$ cat src/rtl/rv32d_pkg.sv
package rv32d_pkg;

  // Major opcodes, instruction bits 6:0
  localparam logic [6:0] OPC_OP     = 7'b0110011;
  localparam logic [6:0] OPC_LOAD   = 7'b0000011;
  localparam logic [6:0] OPC_JALR   = 7'b1100111;
  localparam logic [6:0] OPC_OP_IMM = 7'b0010011;
  localparam logic [6:0] OPC_STORE  = 7'b0100011;
  localparam logic [6:0] OPC_LUI    = 7'b0110111;
  localparam logic [6:0] OPC_AUIPC  = 7'b0010111;
  localparam logic [6:0] OPC_JAL    = 7'b1101111;
  localparam logic [6:0] OPC_BRANCH = 7'b1100011;

  // Function codes, instruction bits 14:12
  localparam logic [2:0] F3_0 = 3'd0;
  localparam logic [2:0] F3_1 = 3'd1;
  localparam logic [2:0] F3_2 = 3'd2;
  localparam logic [2:0] F3_3 = 3'd3;
  localparam logic [2:0] F3_4 = 3'd4;
  localparam logic [2:0] F3_5 = 3'd5;
  localparam logic [2:0] F3_6 = 3'd6;
  localparam logic [2:0] F3_7 = 3'd7;

  localparam int unsigned InWidth  = 32;
  localparam int unsigned OutWidth = 64;

  typedef enum logic [2:0] {
    FMT_R,
    FMT_I,
    FMT_S,
    FMT_B,
    FMT_U,
    FMT_J,
    FMT_X
  } fmt_e;

  typedef enum logic [5:0] {
    OP_LUI, OP_AUIPC, OP_JAL, OP_JALR,
    OP_BEQ, OP_BNE, OP_BLT, OP_BGE, OP_BLTU, OP_BGEU,
    OP_LB, OP_LH, OP_LW, OP_LBU, OP_LHU,
    OP_SB, OP_SH, OP_SW,
    OP_ADDI, OP_SLTI, OP_SLTIU, OP_XORI, OP_ORI, OP_ANDI,
    OP_SLLI, OP_SRLI, OP_SRAI,
    OP_ADD, OP_SUB, OP_SLL, OP_SLT, OP_SLTU, OP_XOR, OP_SRL, OP_SRA, OP_OR, OP_AND,
    OP_NONE
  } op_e;

  // Stage 1: captured word with its format
  typedef struct packed {
    logic [31:0] word;
    fmt_e        fmt;
  } s1_t;

  // Stage 2: operation, register fields and immediate
  typedef struct packed {
    fmt_e        fmt;
    op_e         op;
    logic [4:0]  rd;
    logic [4:0]  rs1;
    logic [4:0]  rs2;
    logic [31:0] imm;
  } s2_t;

  typedef struct packed {
    logic writes_dest;
    logic reads_src1;
    logic reads_src2;
    logic memory_access;
    logic control_transfer;
    logic recognised;
  } flags_t;

  function automatic fmt_e decode_format(input logic [6:0] opc);
    fmt_e fmt;
    case (opc)
      OPC_OP:                         fmt = FMT_R;
      OPC_LOAD, OPC_JALR, OPC_OP_IMM: fmt = FMT_I;
      OPC_STORE:                      fmt = FMT_S;
      OPC_LUI, OPC_AUIPC:             fmt = FMT_U;
      OPC_JAL:                        fmt = FMT_J;
      OPC_BRANCH:                     fmt = FMT_B;
      default:                        fmt = FMT_X;
    endcase
    return fmt;
  endfunction

  function automatic flags_t decode_flags(input op_e op);
    flags_t f;
    logic   is_store;
    logic   is_load;
    logic   is_cbr;
    logic   is_rreg;
    is_store = op inside {[OP_SB:OP_SW]};
    is_load  = op inside {[OP_LB:OP_LHU]};
    is_cbr   = op inside {[OP_BEQ:OP_BGEU]};
    is_rreg  = op inside {[OP_ADD:OP_AND]};
    f.writes_dest      = !(is_store || is_cbr);
    f.reads_src1       = !(op inside {OP_LUI, OP_AUIPC, OP_JAL});
    f.reads_src2       = is_rreg || is_cbr || is_store;
    f.memory_access    = is_load || is_store;
    f.control_transfer = is_cbr || (op == OP_JAL) || (op == OP_JALR);
    f.recognised       = (op != OP_NONE);
    return f;
  endfunction

endpackage

$ cat src/rtl/rv32d_op_decode.sv
module rv32d_op_decode (
  input  rv32d_pkg::s1_t s1_i,
  output rv32d_pkg::s2_t s2_o
);

  logic [31:0]     w;
  logic [6:0]      opc;
  logic [2:0]      f3;
  logic            f7_nz;
  rv32d_pkg::op_e  op;
  logic [31:0]     imm;

  assign w     = s1_i.word;
  assign opc   = w[6:0];
  assign f3    = w[14:12];
  assign f7_nz = |w[31:25];

  // Pick the operation from format, opcode, funct3 and funct7
  always_comb begin
    op = rv32d_pkg::OP_NONE;
    case (s1_i.fmt)
      rv32d_pkg::FMT_I: begin
        if (opc == rv32d_pkg::OPC_LOAD) begin
          case (f3)
            rv32d_pkg::F3_0: op = rv32d_pkg::OP_LB;
            rv32d_pkg::F3_1: op = rv32d_pkg::OP_LH;
            rv32d_pkg::F3_2: op = rv32d_pkg::OP_LW;
            rv32d_pkg::F3_4: op = rv32d_pkg::OP_LBU;
            rv32d_pkg::F3_5: op = rv32d_pkg::OP_LHU;
            default:         op = rv32d_pkg::OP_NONE;
          endcase
        end else if (opc == rv32d_pkg::OPC_JALR) begin
          op = (f3 == rv32d_pkg::F3_0) ? rv32d_pkg::OP_JALR : rv32d_pkg::OP_NONE;
        end else begin
          case (f3)
            rv32d_pkg::F3_0: op = rv32d_pkg::OP_ADDI;
            rv32d_pkg::F3_1: op = rv32d_pkg::OP_SLLI;
            rv32d_pkg::F3_2: op = rv32d_pkg::OP_SLTI;
            rv32d_pkg::F3_3: op = rv32d_pkg::OP_SLTIU;
            rv32d_pkg::F3_4: op = rv32d_pkg::OP_XORI;
            rv32d_pkg::F3_5: op = f7_nz ? rv32d_pkg::OP_SRAI : rv32d_pkg::OP_SRLI;
            rv32d_pkg::F3_6: op = rv32d_pkg::OP_ORI;
            default:         op = rv32d_pkg::OP_ANDI;
          endcase
        end
      end
      rv32d_pkg::FMT_R: begin
        case (f3)
          rv32d_pkg::F3_0: op = f7_nz ? rv32d_pkg::OP_SUB : rv32d_pkg::OP_ADD;
          rv32d_pkg::F3_1: op = rv32d_pkg::OP_SLL;
          rv32d_pkg::F3_2: op = rv32d_pkg::OP_SLT;
          rv32d_pkg::F3_3: op = rv32d_pkg::OP_SLTU;
          rv32d_pkg::F3_4: op = rv32d_pkg::OP_XOR;
          rv32d_pkg::F3_5: op = f7_nz ? rv32d_pkg::OP_SRA : rv32d_pkg::OP_SRL;
          rv32d_pkg::F3_6: op = rv32d_pkg::OP_OR;
          default:         op = rv32d_pkg::OP_AND;
        endcase
      end
      rv32d_pkg::FMT_U: begin
        op = (opc == rv32d_pkg::OPC_LUI) ? rv32d_pkg::OP_LUI : rv32d_pkg::OP_AUIPC;
      end
      rv32d_pkg::FMT_J: begin
        op = rv32d_pkg::OP_JAL;
      end
      rv32d_pkg::FMT_B: begin
        case (f3)
          rv32d_pkg::F3_0: op = rv32d_pkg::OP_BEQ;
          rv32d_pkg::F3_1: op = rv32d_pkg::OP_BNE;
          rv32d_pkg::F3_4: op = rv32d_pkg::OP_BLT;
          rv32d_pkg::F3_5: op = rv32d_pkg::OP_BGE;
          rv32d_pkg::F3_6: op = rv32d_pkg::OP_BLTU;
          rv32d_pkg::F3_7: op = rv32d_pkg::OP_BGEU;
          default:         op = rv32d_pkg::OP_NONE;
        endcase
      end
      rv32d_pkg::FMT_S: begin
        case (f3)
          rv32d_pkg::F3_0: op = rv32d_pkg::OP_SB;
          rv32d_pkg::F3_1: op = rv32d_pkg::OP_SH;
          rv32d_pkg::F3_2: op = rv32d_pkg::OP_SW;
          default:         op = rv32d_pkg::OP_NONE;
        endcase
      end
      default: op = rv32d_pkg::OP_NONE;
    endcase
  end

  // Assemble the sign-extended immediate of the format
  always_comb begin
    case (s1_i.fmt)
      rv32d_pkg::FMT_I: imm = {{20{w[31]}}, w[31:20]};
      rv32d_pkg::FMT_S: imm = {{20{w[31]}}, w[31:25], w[11:7]};
      rv32d_pkg::FMT_B: imm = {{19{w[31]}}, w[31], w[7], w[30:25], w[11:8], 1'b0};
      rv32d_pkg::FMT_U: imm = {w[31:12], 12'h000};
      rv32d_pkg::FMT_J: imm = {{11{w[31]}}, w[31], w[19:12], w[20], w[30:21], 1'b0};
      default:          imm = 32'h0000_0000;
    endcase
  end

  assign s2_o.fmt = s1_i.fmt;
  assign s2_o.op  = op;
  assign s2_o.rd  = w[11:7];
  assign s2_o.rs1 = w[19:15];
  assign s2_o.rs2 = w[24:20];
  assign s2_o.imm = imm;

endmodule

$ cat src/rtl/rv32i_instruction_decoder_unit.sv
// RV32I instruction decoder. Each 32-bit instruction word taken on the slave
// stream yields one result on the master stream: format, operation number (37
// when not recognised), rd/rs1/rs2, the sign-extended immediate and usage flags.
// The decoder is a three-stage pipeline (opcode/format, operation/immediate,
// flags and output register): a taken word is registered in stage 1, moves
// through stage 2 and is offered from the stage 3 output register. One word is
// taken every cycle while the master side keeps tready high. Each stage holds
// its own valid bit, so empty stages fill even while a result waits at the output.
module rv32i_instruction_decoder_unit (
  input  logic                               clk_i,
  input  logic                               rst_ni,
  input  logic                               s_axis_tvalid,
  output logic                               s_axis_tready,
  // tdata: [31:0] instruction_word
  input  logic [rv32d_pkg::InWidth-1:0]      s_axis_tdata,
  output logic                               m_axis_tvalid,
  input  logic                               m_axis_tready,
  // tdata: [2:0] format, [8:3] operation, [13:9] dest_reg, [18:14] src1_reg,
  // [23:19] src2_reg, [55:24] immediate, [56] writes_dest, [57] reads_src1,
  // [58] reads_src2, [59] memory_access, [60] control_transfer,
  // [61] recognised, [63:62] zero
  output logic [rv32d_pkg::OutWidth-1:0]     m_axis_tdata
);

  logic              s1_valid_q, s1_valid_d;
  logic              s2_valid_q, s2_valid_d;
  logic              s3_valid_q, s3_valid_d;
  logic              s1_ready, s2_ready, s3_ready;
  rv32d_pkg::s1_t    s1_q, s1_d;
  rv32d_pkg::s2_t    s2_q, s2_d;
  rv32d_pkg::s2_t    s3_q;
  rv32d_pkg::flags_t s3_flags_q, s3_flags_d;

  // A stage may load when it is empty or its content moves on
  assign s3_ready      = !s3_valid_q || m_axis_tready;
  assign s2_ready      = !s2_valid_q || s3_ready;
  assign s1_ready      = !s1_valid_q || s2_ready;
  assign s_axis_tready = s1_ready;

  // Stage 1: capture the word and decode its format
  assign s1_valid_d = s1_ready ? s_axis_tvalid : s1_valid_q;
  assign s1_d.word  = s_axis_tdata;
  assign s1_d.fmt   = rv32d_pkg::decode_format(s_axis_tdata[6:0]);

  // Stage 2: operation and immediate
  rv32d_op_decode u_op_decode (
    .s1_i (s1_q),
    .s2_o (s2_d)
  );
  assign s2_valid_d = s2_ready ? s1_valid_q : s2_valid_q;

  // Stage 3: usage flags, output register
  assign s3_flags_d = rv32d_pkg::decode_flags(s2_q.op);
  assign s3_valid_d = s3_ready ? s2_valid_q : s3_valid_q;

  always_ff @(posedge clk_i or negedge rst_ni) begin
    if (!rst_ni) begin
      s1_valid_q <= 1'b0;
      s2_valid_q <= 1'b0;
      s3_valid_q <= 1'b0;
    end else begin
      s1_valid_q <= s1_valid_d;
      s2_valid_q <= s2_valid_d;
      s3_valid_q <= s3_valid_d;
    end
  end

  // Advance payloads only into a stage that is free
  always_ff @(posedge clk_i) begin
    if (s1_ready && s_axis_tvalid) begin
      s1_q <= s1_d;
    end
    if (s2_ready && s1_valid_q) begin
      s2_q <= s2_d;
    end
    if (s3_ready && s2_valid_q) begin
      s3_q       <= s2_q;
      s3_flags_q <= s3_flags_d;
    end
  end

  assign m_axis_tvalid = s3_valid_q;
  assign m_axis_tdata  = {2'b00,
                          s3_flags_q.recognised,
                          s3_flags_q.control_transfer,
                          s3_flags_q.memory_access,
                          s3_flags_q.reads_src2,
                          s3_flags_q.reads_src1,
                          s3_flags_q.writes_dest,
                          s3_q.imm,
                          s3_q.rs2,
                          s3_q.rs1,
                          s3_q.rd,
                          s3_q.op,
                          s3_q.fmt};

  // An empty output stage leaves the whole pipe free to take a word
  assert property (@(posedge clk_i) disable iff (!rst_ni)
    !s3_valid_q |-> s_axis_tready)
    else $error("input stalled while output stage empty");

  // A taken transaction always lands in stage 1
  assert property (@(posedge clk_i) disable iff (!rst_ni)
    (s_axis_tvalid && s_axis_tready) |=> s1_valid_q)
    else $error("accepted word lost at stage 1");

  // A stage holding data that cannot move keeps its valid bit
  assert property (@(posedge clk_i) disable iff (!rst_ni)
    (s2_valid_q && !s3_ready) |=> s2_valid_q)
    else $error("stage 2 dropped a stalled item");

  // Recognised flag agrees with the operation number
  assert property (@(posedge clk_i) disable iff (!rst_ni)
    s3_valid_q |-> (s3_flags_q.recognised == (s3_q.op != rv32d_pkg::OP_NONE)))
    else $error("recognised flag disagrees with operation");

  // Unknown format gives no operation and a zero immediate
  assert property (@(posedge clk_i) disable iff (!rst_ni)
    (s3_valid_q && (s3_q.fmt == rv32d_pkg::FMT_X)) |->
      (!s3_flags_q.recognised && (s3_q.imm == 32'h0000_0000)))
    else $error("unknown format decoded as an operation");

endmodule
$ cat config.mk
export PLATFORM = sky130hd
export DESIGN_NAME = rv32i_instruction_decoder_unit
export DESIGN_NICKNAME = d
export VERILOG_FILES = /design/src/rtl/rv32d_pkg.sv /design/src/rtl/rv32d_op_decode.sv /design/src/rtl/rv32i_instruction_decoder_unit.sv
export SDC_FILE = /design/constraint.sdc
export NUM_CORES = 1
export LEC_CHECK = 0
export BUFFER_PORTS_ARGS = -buffer_cell sky130_fd_sc_hd__buf_2
export CORE_MARGIN = 3
export CORE_UTILIZATION = 33
export CTS_CLUSTER_DIAMETER = 30
export DETAILED_ROUTE_END_ITERATION = 8
export GPL_TIMING_DRIVEN = 0
export PLACE_DENSITY = 0.5
export SLEW_MARGIN = 5
export SYNTH_ARGS = -nofsm -noshare
export SYNTH_HDL_FRONTEND = slang
export SYNTH_HIERARCHICAL = 1
export SYNTH_SLANG_ARGS = --single-unit
export TNS_END_PERCENT = 30
$ cat constraint.sdc
create_clock -name clk_i -period 2.4 [get_ports clk_i]
set_input_delay 0.48 -clock clk_i [delete_from_list [all_inputs] [get_ports clk_i]]
set_output_delay 0.48 -clock clk_i [all_outputs]
set_load 0.005 [all_outputs]
==> results.md, run 1 <==
* Status: finished, final reports clean
* Worst EP required at 2.57 ns
* Synth cell types at 62
* Area growth, synth to finish at 23.0%
* Top cell type's share of synthesized area at 74.1%
* Arrival @ worst endpoint at 2.34 ns
* ANT cells at 0
* CP peak stage delay at 0.55 ns
* Top FF cell, synth: edfxtp_1
* # port buffers at 99
* Final hold vios at 0
* Antenna violations before repair at 0
* Detailed Routing Iterations Pass 1 at 5
* Worst setup path class: flop to flop
* # rows at 49
* Post-layout min period at 2.17 ns
* Core Box Area at 18200 sq um
* Max Cap Viol at 0
* # resized after CTS at 0
* Post-synthesis register bit count at 156
* Post-synth top area cell: edfxtp_1
* Avg Vias per Cell at 4.62
* Final Max Tran Viols at 0
* VDD IR-drop max at 457 uV
* Worst-case clock buffer depth at 2
* Total CTS buffers at 17
* Die width at 143 um
* Vias post-DR at 3508
* First-pass GRT wire length at 18400 um
* Post-DRT Antenna Nets at 0
* DRT iter0 DRCs at 279
* Share of cells above drive strength 1 at 35.8%
* Post-route cell area at 7620 sq um
* CTS tree: built
* Syn Inst Count at 397
* Placement Cell Area at 7020 sq um
* CP endpoint kind: flop
* Most numerous cell in the Yosys netlist: edfxtp_1
* Max-slew headroom at 42.2%
* Sequential-to-total area share from yosys stat at 75.3%
* Worst-Skew Late Latency at 0.42 ns
* Min-Delay Path Class: input pin to flop
* Period utilisation layout at 90.4%
* Clock transition at path regs at 0.06 ns
* Synth warn at 6
* RePlAce Congestion at 0.831
* Die area at 20500 sq um
* Synthesized cell area at 6200 sq um
* Starting density of the core at 34.0%
* Slowest-stage cell, CP: edfxtp_1
* Top cells by area, synth: edfxtp_1 (74%), nand2_1 (2.6%), buf_4 (2.4%), a21oi_1 (1.9%), o21ai_0 (1.7%)
* Leak Pwr at 2.87 nW
* Overflow after GRT at 0
* Fill cell count at 1686
* Worst setup SP type: flop
* Io pins at 102
* DRC at 0
* Final setup viols at 0
* Post-Route WL at 11900 um
* Worst slew pin tran at 0.866 ns
* Worst-path cell chain: ha_1, inv_1, a21oi_2, or2_4, nand2_2, buf_6, nand2_1
* H-tree lvl count at 4
* Clock Tree Root: clkbuf_16
* RSZ-0062 raised after global routing: false
* Total GRT Usage at 11.9%
* Pin count of the biggest net entering global routing at 63
* P per Cell Area at 855 nW/um^2
* List of most frequent post-synthesis cells: edfxtp_1 (153), nand2_1 (43), a21oi_1 (24)
* NumNets Final at 555
* Wirelength per Cell at 15.6 um
* Syn avg cell area at 15.6 sq um
* Fmax at 0.461 GHz
* Critical path peak fanout at 10
* Post-synth EDFFs at 153
* DP HPWL at 8280 um
* Vias in the first global route at 3586
* Layout Skew at 0.0130 ns
* Min Hold Slack at 0.228 ns
* Asr flop ratio synth at 1.92%
* Sink Count at 156
* Die H at 143 um
[state kept, by name, summed over array words and instances, names as in the netlist]
| name | flops |
|---|---|
| s1_valid_q | 1 |
| s2_q | 56 |
| s1_q | 35 |
| m_axis_tvalid | 1 |
| s2_valid_q | 1 |
| m_axis_tdata | 62 |
[kinds of logic (layout without fill, tap and decap cells)]
group,Yosys count,count (layout),share of synthesized area (%)
xor+xnor,2,2,0.283
buf+inv,43,176,5.45
other cells,1,2,0.0605
compound gates,75,75,7.67
simple gates,116,116,10.5
flops,156,156,75.3
fa+ha+maj,1,1,0.202
mux,3,3,0.505
[layout by cell type (no fill, tap or decap), drive strengths merged, types with 7 or more instances in the layout]
master,synthesis,routed
a21oi,25,25
and2,9,9
buf,29,129
clkbuf,9,28
clkinv,0,7
edfxtp,153,153
inv,5,7
nand2,45,45
nand2b,9,9
nor2,12,12
nor3,10,10
o21ai,21,21
[path summary, 6_finish.rpt]
check | start | depth (start not counted) | endpoint | slack, ns
setup / recovery | s1_q[1]$_DFFE_PP_ | 7 | s2_q[29]$_DFFE_PP_ | 0.23
hold / removal | s_axis_tdata[18] | 1 | s1_q[21]$_DFFE_PP_ | 0.23
setup reg to reg | s1_q[1]$_DFFE_PP_ | 7 | s2_q[29]$_DFFE_PP_ | 0.23
hold reg to reg | s2_q[28]$_DFFE_PP_ | 0 | m_axis_tdata[52]$_DFFE_PP_ | 0.42
max in group asynchronous | rst_ni | 2 | s2_valid_q$_DFFE_PN0P_ | 1.92
min in group asynchronous | rst_ni | 2 | s1_valid_q$_DFFE_PN0N_ | 0.37
[critical path: cells and delay by family (launching register included)]
kind,cells,cell delay [ns]
flops,1,0.55
simple gates,3,0.46
fa+ha+maj,1,0.44
buf+inv,2,0.32
compound gates,1,0.15
[power by group]
group          switching (W)  internal (W)
registers          0.0000812       0.00328
logic               0.000274      0.000196
clock network        0.00105       0.00164
[what timing repair did]
action / in CTS / in global routing
hold buffers: 1 / 0
setup buffers: 0 / 0
hold endpoints to repair: 3 / 0
[layer usage]
layer | wire [um] | global-route usage, %
met2 | 5770 | 19.5
met4 | 138 | 4.35
met5 | 0 | 0
met3 | 570 | 4.02
met1 | 5390 | 14.6
[cell type report]
cell class | instances | area, sq um | share of cell area (%)
buffer | 38 | 319 | 4.18
sequential | 156 | 4670 | 61.2
tap | 229 | 287 | 3.76
timing repair buffer | 101 | 533 | 6.99
multi-input combinational | 199 | 1200 | 15.7
clock buffer | 19 | 433 | 5.68
inverter | 5 | 18.8 | 0.246
clock inverter | 13 | 166 | 2.18
[through the flow]
stage	total power, W	setup TNS, ns	util, %	cells	setup WS (ns)
final	0.00652	0	41.9	760	0.230
after global placement	0.00387	-37.76	38.4	726	-0.662
after detailed placement	0.00390	0	38.5	727	0.250
after floorplan	0.00365	0	-	398	0.0538
after CTS	0.00662	0	41.9	760	0.237
after global routing	0.00679	0	41.9	760	0.103
Power figures use the tool's default switching activity.
==> run 2, diff against run 1 <==
--- a/config.mk
+++ b/config.mk
@@ -11,10 +11,8 @@
 export CTS_CLUSTER_DIAMETER = 30
 export DETAILED_ROUTE_END_ITERATION = 8
 export GPL_TIMING_DRIVEN = 0
-export PLACE_DENSITY = 0.5
 export SLEW_MARGIN = 5
 export SYNTH_ARGS = -nofsm -noshare
 export SYNTH_HDL_FRONTEND = slang
-export SYNTH_HIERARCHICAL = 1
 export SYNTH_SLANG_ARGS = --single-unit
 export TNS_END_PERCENT = 30
==> results.md, run 2 <==
* Status: finished, final reports clean
* Post-synthesis register bit count at 156
* Period utilisation layout at 82.8%
* Top FF cell, synth: edfxtp_1
* Most numerous cell in the Yosys netlist: edfxtp_1
* Share of cells above drive strength 1 at 31.1%
* Post-synth EDFFs at 153
* Die H at 139 um
* Worst setup SP type: flop
* Fmax at 0.503 GHz
* Max reg flops at 62
* Post-layout min period at 1.99 ns
* Fill cell count at 1612
* Total CTS buffers at 17
* Core Box Area at 17400 sq um
* Worst-path cell chain: clkbuf_1, nor3_1, a21o_1
* RePlAce Congestion at 0.821
* DRT iter0 DRCs at 173
* Starting density of the core at 33.7%
* Antenna violations before repair at 0
* Sink Count at 156
* Levels on crit path at 3
* Overflow after GRT at 0
* DP HPWL at 7820 um
* Min Hold Slack at 0.241 ns
* Worst Setup EP: s2_q[19]$_DFFE_PP_
* Worst setup path class: flop to flop
* VDD IR-drop max at 456 uV
* P per Cell Area at 887 nW/um^2
* Worst-case clock buffer depth at 2
* CP peak stage delay at 0.98 ns
* Crit path buf inv count at 1
* Final setup viols at 0
* Synth warn at 0
* Total GRT Usage at 12.1%
* CTS tree: built
* Worst-Skew Late Latency at 0.41 ns
* Layout Skew at 0.00815 ns
* Synth cell types at 52
* Fin cells at 714
* Post-Route WL at 11400 um
* Vias in the first global route at 3307
* Syn Inst Count at 355
* Logic pwr share at 6.6%
* List of most frequent post-synthesis cells: edfxtp_1 (153), a21o_1 (20), a21oi_1 (19)
* Min-Delay Path Class: input pin to flop
* Worst setup path start: s1_q[2]$_DFFE_PP_
* Clock transition at path regs at 0.06 ns
* Die area at 19400 sq um
* Asr flop ratio synth at 1.92%
* Io pins at 102
* Synthesized cell area at 5860 sq um
* Max Cap Viol at 0
* RSZ-0062 raised after global routing: false
* Seq pwr share at 52.2%
* # rows at 48
* Worst Reg-to-Reg Cells at 3
* Max-slew headroom at 21.4%
* Pin count of the biggest net entering global routing at 63
* Wirelength per Cell at 15.9 um
* # port buffers at 99
* Area growth, synth to finish at 24.1%
* Sw Pwr at 0.00134 W
* Final hold vios at 0
* Sequential-to-total area share from yosys stat at 79.7%
* Sw Share at 20.7%
* Reg-to-Reg Start: s1_q[2]$_DFFE_PP_
* Post-DRT Antenna Nets at 0
* Int Pwr at 0.00511 W
* Post-synth top area cell: edfxtp_1
* Most frequent cells in the layout: edfxtp_1 (153), buf_2 (105), a21o_1 (20), a21oi_1 (19)
* Die width at 139 um
* Leak Pwr at 2.80 nW
* Vias post-DR at 3288
* Critical path peak fanout at 10
* Clock Tree Root: clkbuf_16
* Delay-heaviest family, CP: simple AND/OR/NAND/NOR gates
* H-tree lvl count at 4
* DRC at 0
* NumNets Final at 512
* ANT cells at 0
* Avg Vias per Cell at 4.61
* Setup TNS at 0 ns
* Inst Count DP at 681
* Top cell type's share of synthesized area at 78.4%
* Commonest non-fill, non-tap cell in the layout: edfxtp_1
* Detailed Routing Iterations Pass 1 at 4
* Final Max Tran Viols at 0
* CP endpoint kind: flop
* Arrival @ worst endpoint at 2.27 ns
* Clock power frac at 41.2%
* Slowest-stage cell, CP: nor3_1
* Syn avg cell area at 16.5 sq um
* Post-CTS Setup Inserts at 0
* Worst EP required at 2.68 ns
* Power after layout at 0.00645 W
* R2R setup slack at 0.41 ns
* RR Endpoint: s2_q[19]$_DFFE_PP_
* Top cells by area, synth: edfxtp_1 (78%), a21o_1 (2.6%), a21oi_1 (1.6%), dfrtp_1 (1.3%), nand2_1 (1.2%)
* First-pass GRT wire length at 18100 um
* Worst slew pin tran at 1.17 ns
## run 2: metrics by stage
stage / worst slack [ns] / cell area [sq um] / utilization, %
finish: 0.412 / 7270 / 41.9
CTS: 0.264 / 7270 / 41.9
global route: 0.166 / 7270 / 41.9
global placement: -0.703 / 6640 / 38.2
detailed placement: 0.276 / 6660 / 38.4
floorplan: 0.0500 / 5860 / -
## run 2: worst min path at each step
stage | startpoint | to | slack [ns] | depth (start not counted)
final | s_axis_tdata[7] | s1_q[10]$_DFFE_PP_ | 0.24 | 1
after global routing | s_axis_tdata[25] | s1_q[28]$_DFFE_PP_ | 0.21 | 1
after CTS | s_axis_tdata[15] | s1_q[18]$_DFFE_PP_ | 0.21 | 1
after detailed placement | rst_ni | m_axis_tvalid$_DFFE_PN0P_ | 0.28 | 1
after global placement | rst_ni | m_axis_tvalid$_DFFE_PN0P_ | 0.28 | 1
after floorplan | rst_ni | m_axis_tvalid$_DFFE_PN0P_ | 0.18 | 0
## run 2: area by class of cell
class	count	area, sq um	share of cell area (%)
Buffer	19	105	1.45
Sequential cell	156	4670	64.3
Inverter	6	22.5	0.310
Multi-Input combinational cell	175	1070	14.7
Clock inverter	10	140	1.93
Clock buffer	22	454	6.25
Tap cell	225	282	3.87
Timing Repair Buffer	101	526	7.23
## run 2: worst register-to-register path, cell delays in order, from the launching register on
cell	delay, ns
edfxtp_1	0.46
clkbuf_1	0.26
nor3_1	0.98
a21o_1	0.15
## run 2: metal layers
metal	up-vias	wire (um)	track usage [%]
met3	11	651	4.74
met1	1581	5040	15.2
met5	-	0	0
met4	0	128	3.91
met2	93	5560	19.4
li1	1603	-	-
## run 2: timing repair
action / 4_1_cts / 5_1_grt
gates resized for setup: 0 / 0
hold endpoints to repair: 3 / 0
hold buffers: 1 / 0
## run 2: power by group through the flow
stage | sequential, W | clock, W | combinational, W
2_1_floorplan | 0.00342 | 0 | 0.000204
3_3_place_gp | 0.00343 | 0 | 0.000418
3_5_place_dp | 0.00342 | 0 | 0.000438
4_1_cts | 0.00337 | 0.00273 | 0.000440
5_1_grt | 0.00339 | 0.00285 | 0.000481
6_report | 0.00336 | 0.00266 | 0.000427
## run 2: cell families (layout without fill, tap and decap cells)
family / after synthesis / in the layout / synth area share, %
AOI/OAI and AO/OA: 76 / 76 / 8.80
xor gates and xnor gates: 3 / 3 / 0.449
buffers and inverters: 25 / 158 / 2.18
DFF: 156 / 156 / 79.7
muxes: 1 / 1 / 0.171
other: 1 / 2 / 0.0640
and+or+nand+nor: 93 / 93 / 8.61
==> run 3, diff against run 2 <==
==> constraint.sdc (replaced) <==
create_clock -name clk_i -period 1.85 [get_ports clk_i]
set_input_delay 0.37 -clock clk_i [delete_from_list [all_inputs] [get_ports clk_i]]
set_output_delay 0.37 -clock clk_i [all_outputs]
set_load 0.005 [all_outputs]
==> results.md, run 3 (synthesis results as in run 2) <==
* Min-Delay Path Class: input pin to flop
* Worst setup path class: flop to flop
* Arrival @ worst endpoint at 1.91 ns
* Worst Reg-to-Reg Cells at 5
* Total CTS buffers at 17
* Setup TNS at 0 ns
* Max reg flops at 62
* DRC at 0
* Hold Path End: s1_q[10]$_DFFE_PP_
* Sink Count at 156
* Io pins at 102
* Min Hold Slack at 0.132 ns
* Share of cells above drive strength 1 at 32.7%
* Wirelength per Cell at 16.0 um
* Period utilisation layout at 95.4%
* Post-Route WL at 11400 um
* Worst-case clock buffer depth at 2
* Max-slew headroom at 44.5%
* Die width at 139 um
* Reg-to-Reg Start: s1_q[28]$_DFFE_PP_
* Vias in the first global route at 3321
* Die area at 19400 sq um
* Fmax at 0.567 GHz
* Min-delay src: s_axis_tdata[7]
* Commonest non-fill, non-tap cell in the layout: edfxtp_1
* CP endpoint kind: flop
* RSZ-0062 raised after global routing: true
* DP HPWL at 7820 um
* Critical path peak fanout at 5
* CTS tree: built
* Die H at 139 um
* P per Cell Area at 1150 nW/um^2
* Worst EP required at 1.99 ns
* Worst-Skew Late Latency at 0.41 ns
* Post-layout min period at 1.76 ns
* Max Cap Viol at 0
* NumNets Final at 513
* Most frequent cells in the layout: edfxtp_1 (153), buf_2 (104), a21o_1 (20), a21oi_1 (18)
* R2R setup slack at 0.09 ns
* Detailed Routing Iterations Pass 1 at 4
* Vias post-DR at 3345
* Status: finished, final reports clean
* Final hold vios at 0
* Post-DRT Antenna Nets at 0
* Avg Vias per Cell at 4.68
* Clock transition at path regs at 0.06 ns
* H-tree lvl count at 4
* Final setup viols at 0
* Final Max Tran Viols at 0
* # rows at 48
* Hold path cells at 1
* RePlAce Congestion at 0.821
* Overflow after GRT at 0
* Clock Tree Root: clkbuf_16
* Total GRT Usage at 12.2%
* DRT iter0 DRCs at 183
* Pin count of the biggest net entering global routing at 63
* ANT cells at 0
* First-pass GRT wire length at 18100 um
* Antenna violations before repair at 0
* Layout Skew at 0.00867 ns
* Core Box Area at 17400 sq um
* Worst setup SP type: flop
* Starting density of the core at 33.7%
* Core Util, Final at 42.1%
* VDD IR-drop max at 590 uV
* Power after layout at 0.00837 W
* Area growth, synth to finish at 24.8%
* Leak Pwr at 2.81 nW
* # port buffers at 99
* Worst slew pin tran at 0.833 ns
* RR Endpoint: s2_q[48]$_DFFE_PP_
-- run 3: worst max-delay path, cell delays in order, from the launching register on --
cell and delay, ns:
edfxtp_1 0.43, nor4_2 0.36, nand2_2 0.17, a211o_1 0.32, o2111ai_1 0.08, nand4_1 0.14
-- run 3: report_power, final --
part | switching [W] | internal, W | total, W
registers | 0.000102 | 0.00426 | 0.00436
clock network | 0.00129 | 0.00216 | 0.00344
logic | 0.000348 | 0.000213 | 0.000561
-- run 3: worst max path at each step --
stage                         endpoint  cells past startpoint                 startpoint  slack (ns)
floorplan            s2_q[0]$_DFFE_PP_                      3  m_axis_tvalid$_DFFE_PN0P_       -0.50
global placement    s2_q[44]$_DFFE_PP_                      3  m_axis_tvalid$_DFFE_PN0P_       -1.15
detailed placement  s2_q[19]$_DFFE_PP_                      3          s1_q[2]$_DFFE_PP_       -0.27
CTS                 s2_q[48]$_DFFE_PP_                      5         s1_q[28]$_DFFE_PP_        0.01
global route        s2_q[48]$_DFFE_PP_                      6          s1_q[2]$_DFFE_PP_       -0.02
finish              s2_q[48]$_DFFE_PP_                      5         s1_q[28]$_DFFE_PP_        0.09
-- run 3: area by class of cell --
cell class	count	area (sq um)
Sequential cell	156	4670
Clock inverter	10	140
Timing Repair Buffer	102	533
Multi-Input combinational cell	175	1100
Tap cell	225	282
Buffer	19	108
Clock buffer	22	454
Inverter	6	22.5
Fill cell	1616	10000
-- run 3: routing by layer --
metal	vias to the layer above	global-route usage [%]	routed length, um
li1	1607	-	-
met1	1617	15.3	4910
met2	110	19.5	5660
met3	11	4.74	721
met4	0	3.91	123
met5	-	0	0
-- run 3: repair_timing --
item / CTS / global route
endpoints found under the hold margin: 3 / 0
setup buffers: 1 / 0
setup endpoints to repair: 74 / 14
gates cloned: 0 / 0
hold buffers: 1 / 0
gates resized for setup: 6 / 5
pin swaps: 1 / 0
-- run 3: through the flow --
step,cell area (sq um),cells,setup slack [ns]
final,7310,715,0.0854
after floorplan,5860,356,-0.500
after global routing,7310,715,-0.0203
after detailed placement,6660,681,-0.274
after global placement,6640,680,-1.15
after CTS,7290,715,0.0113
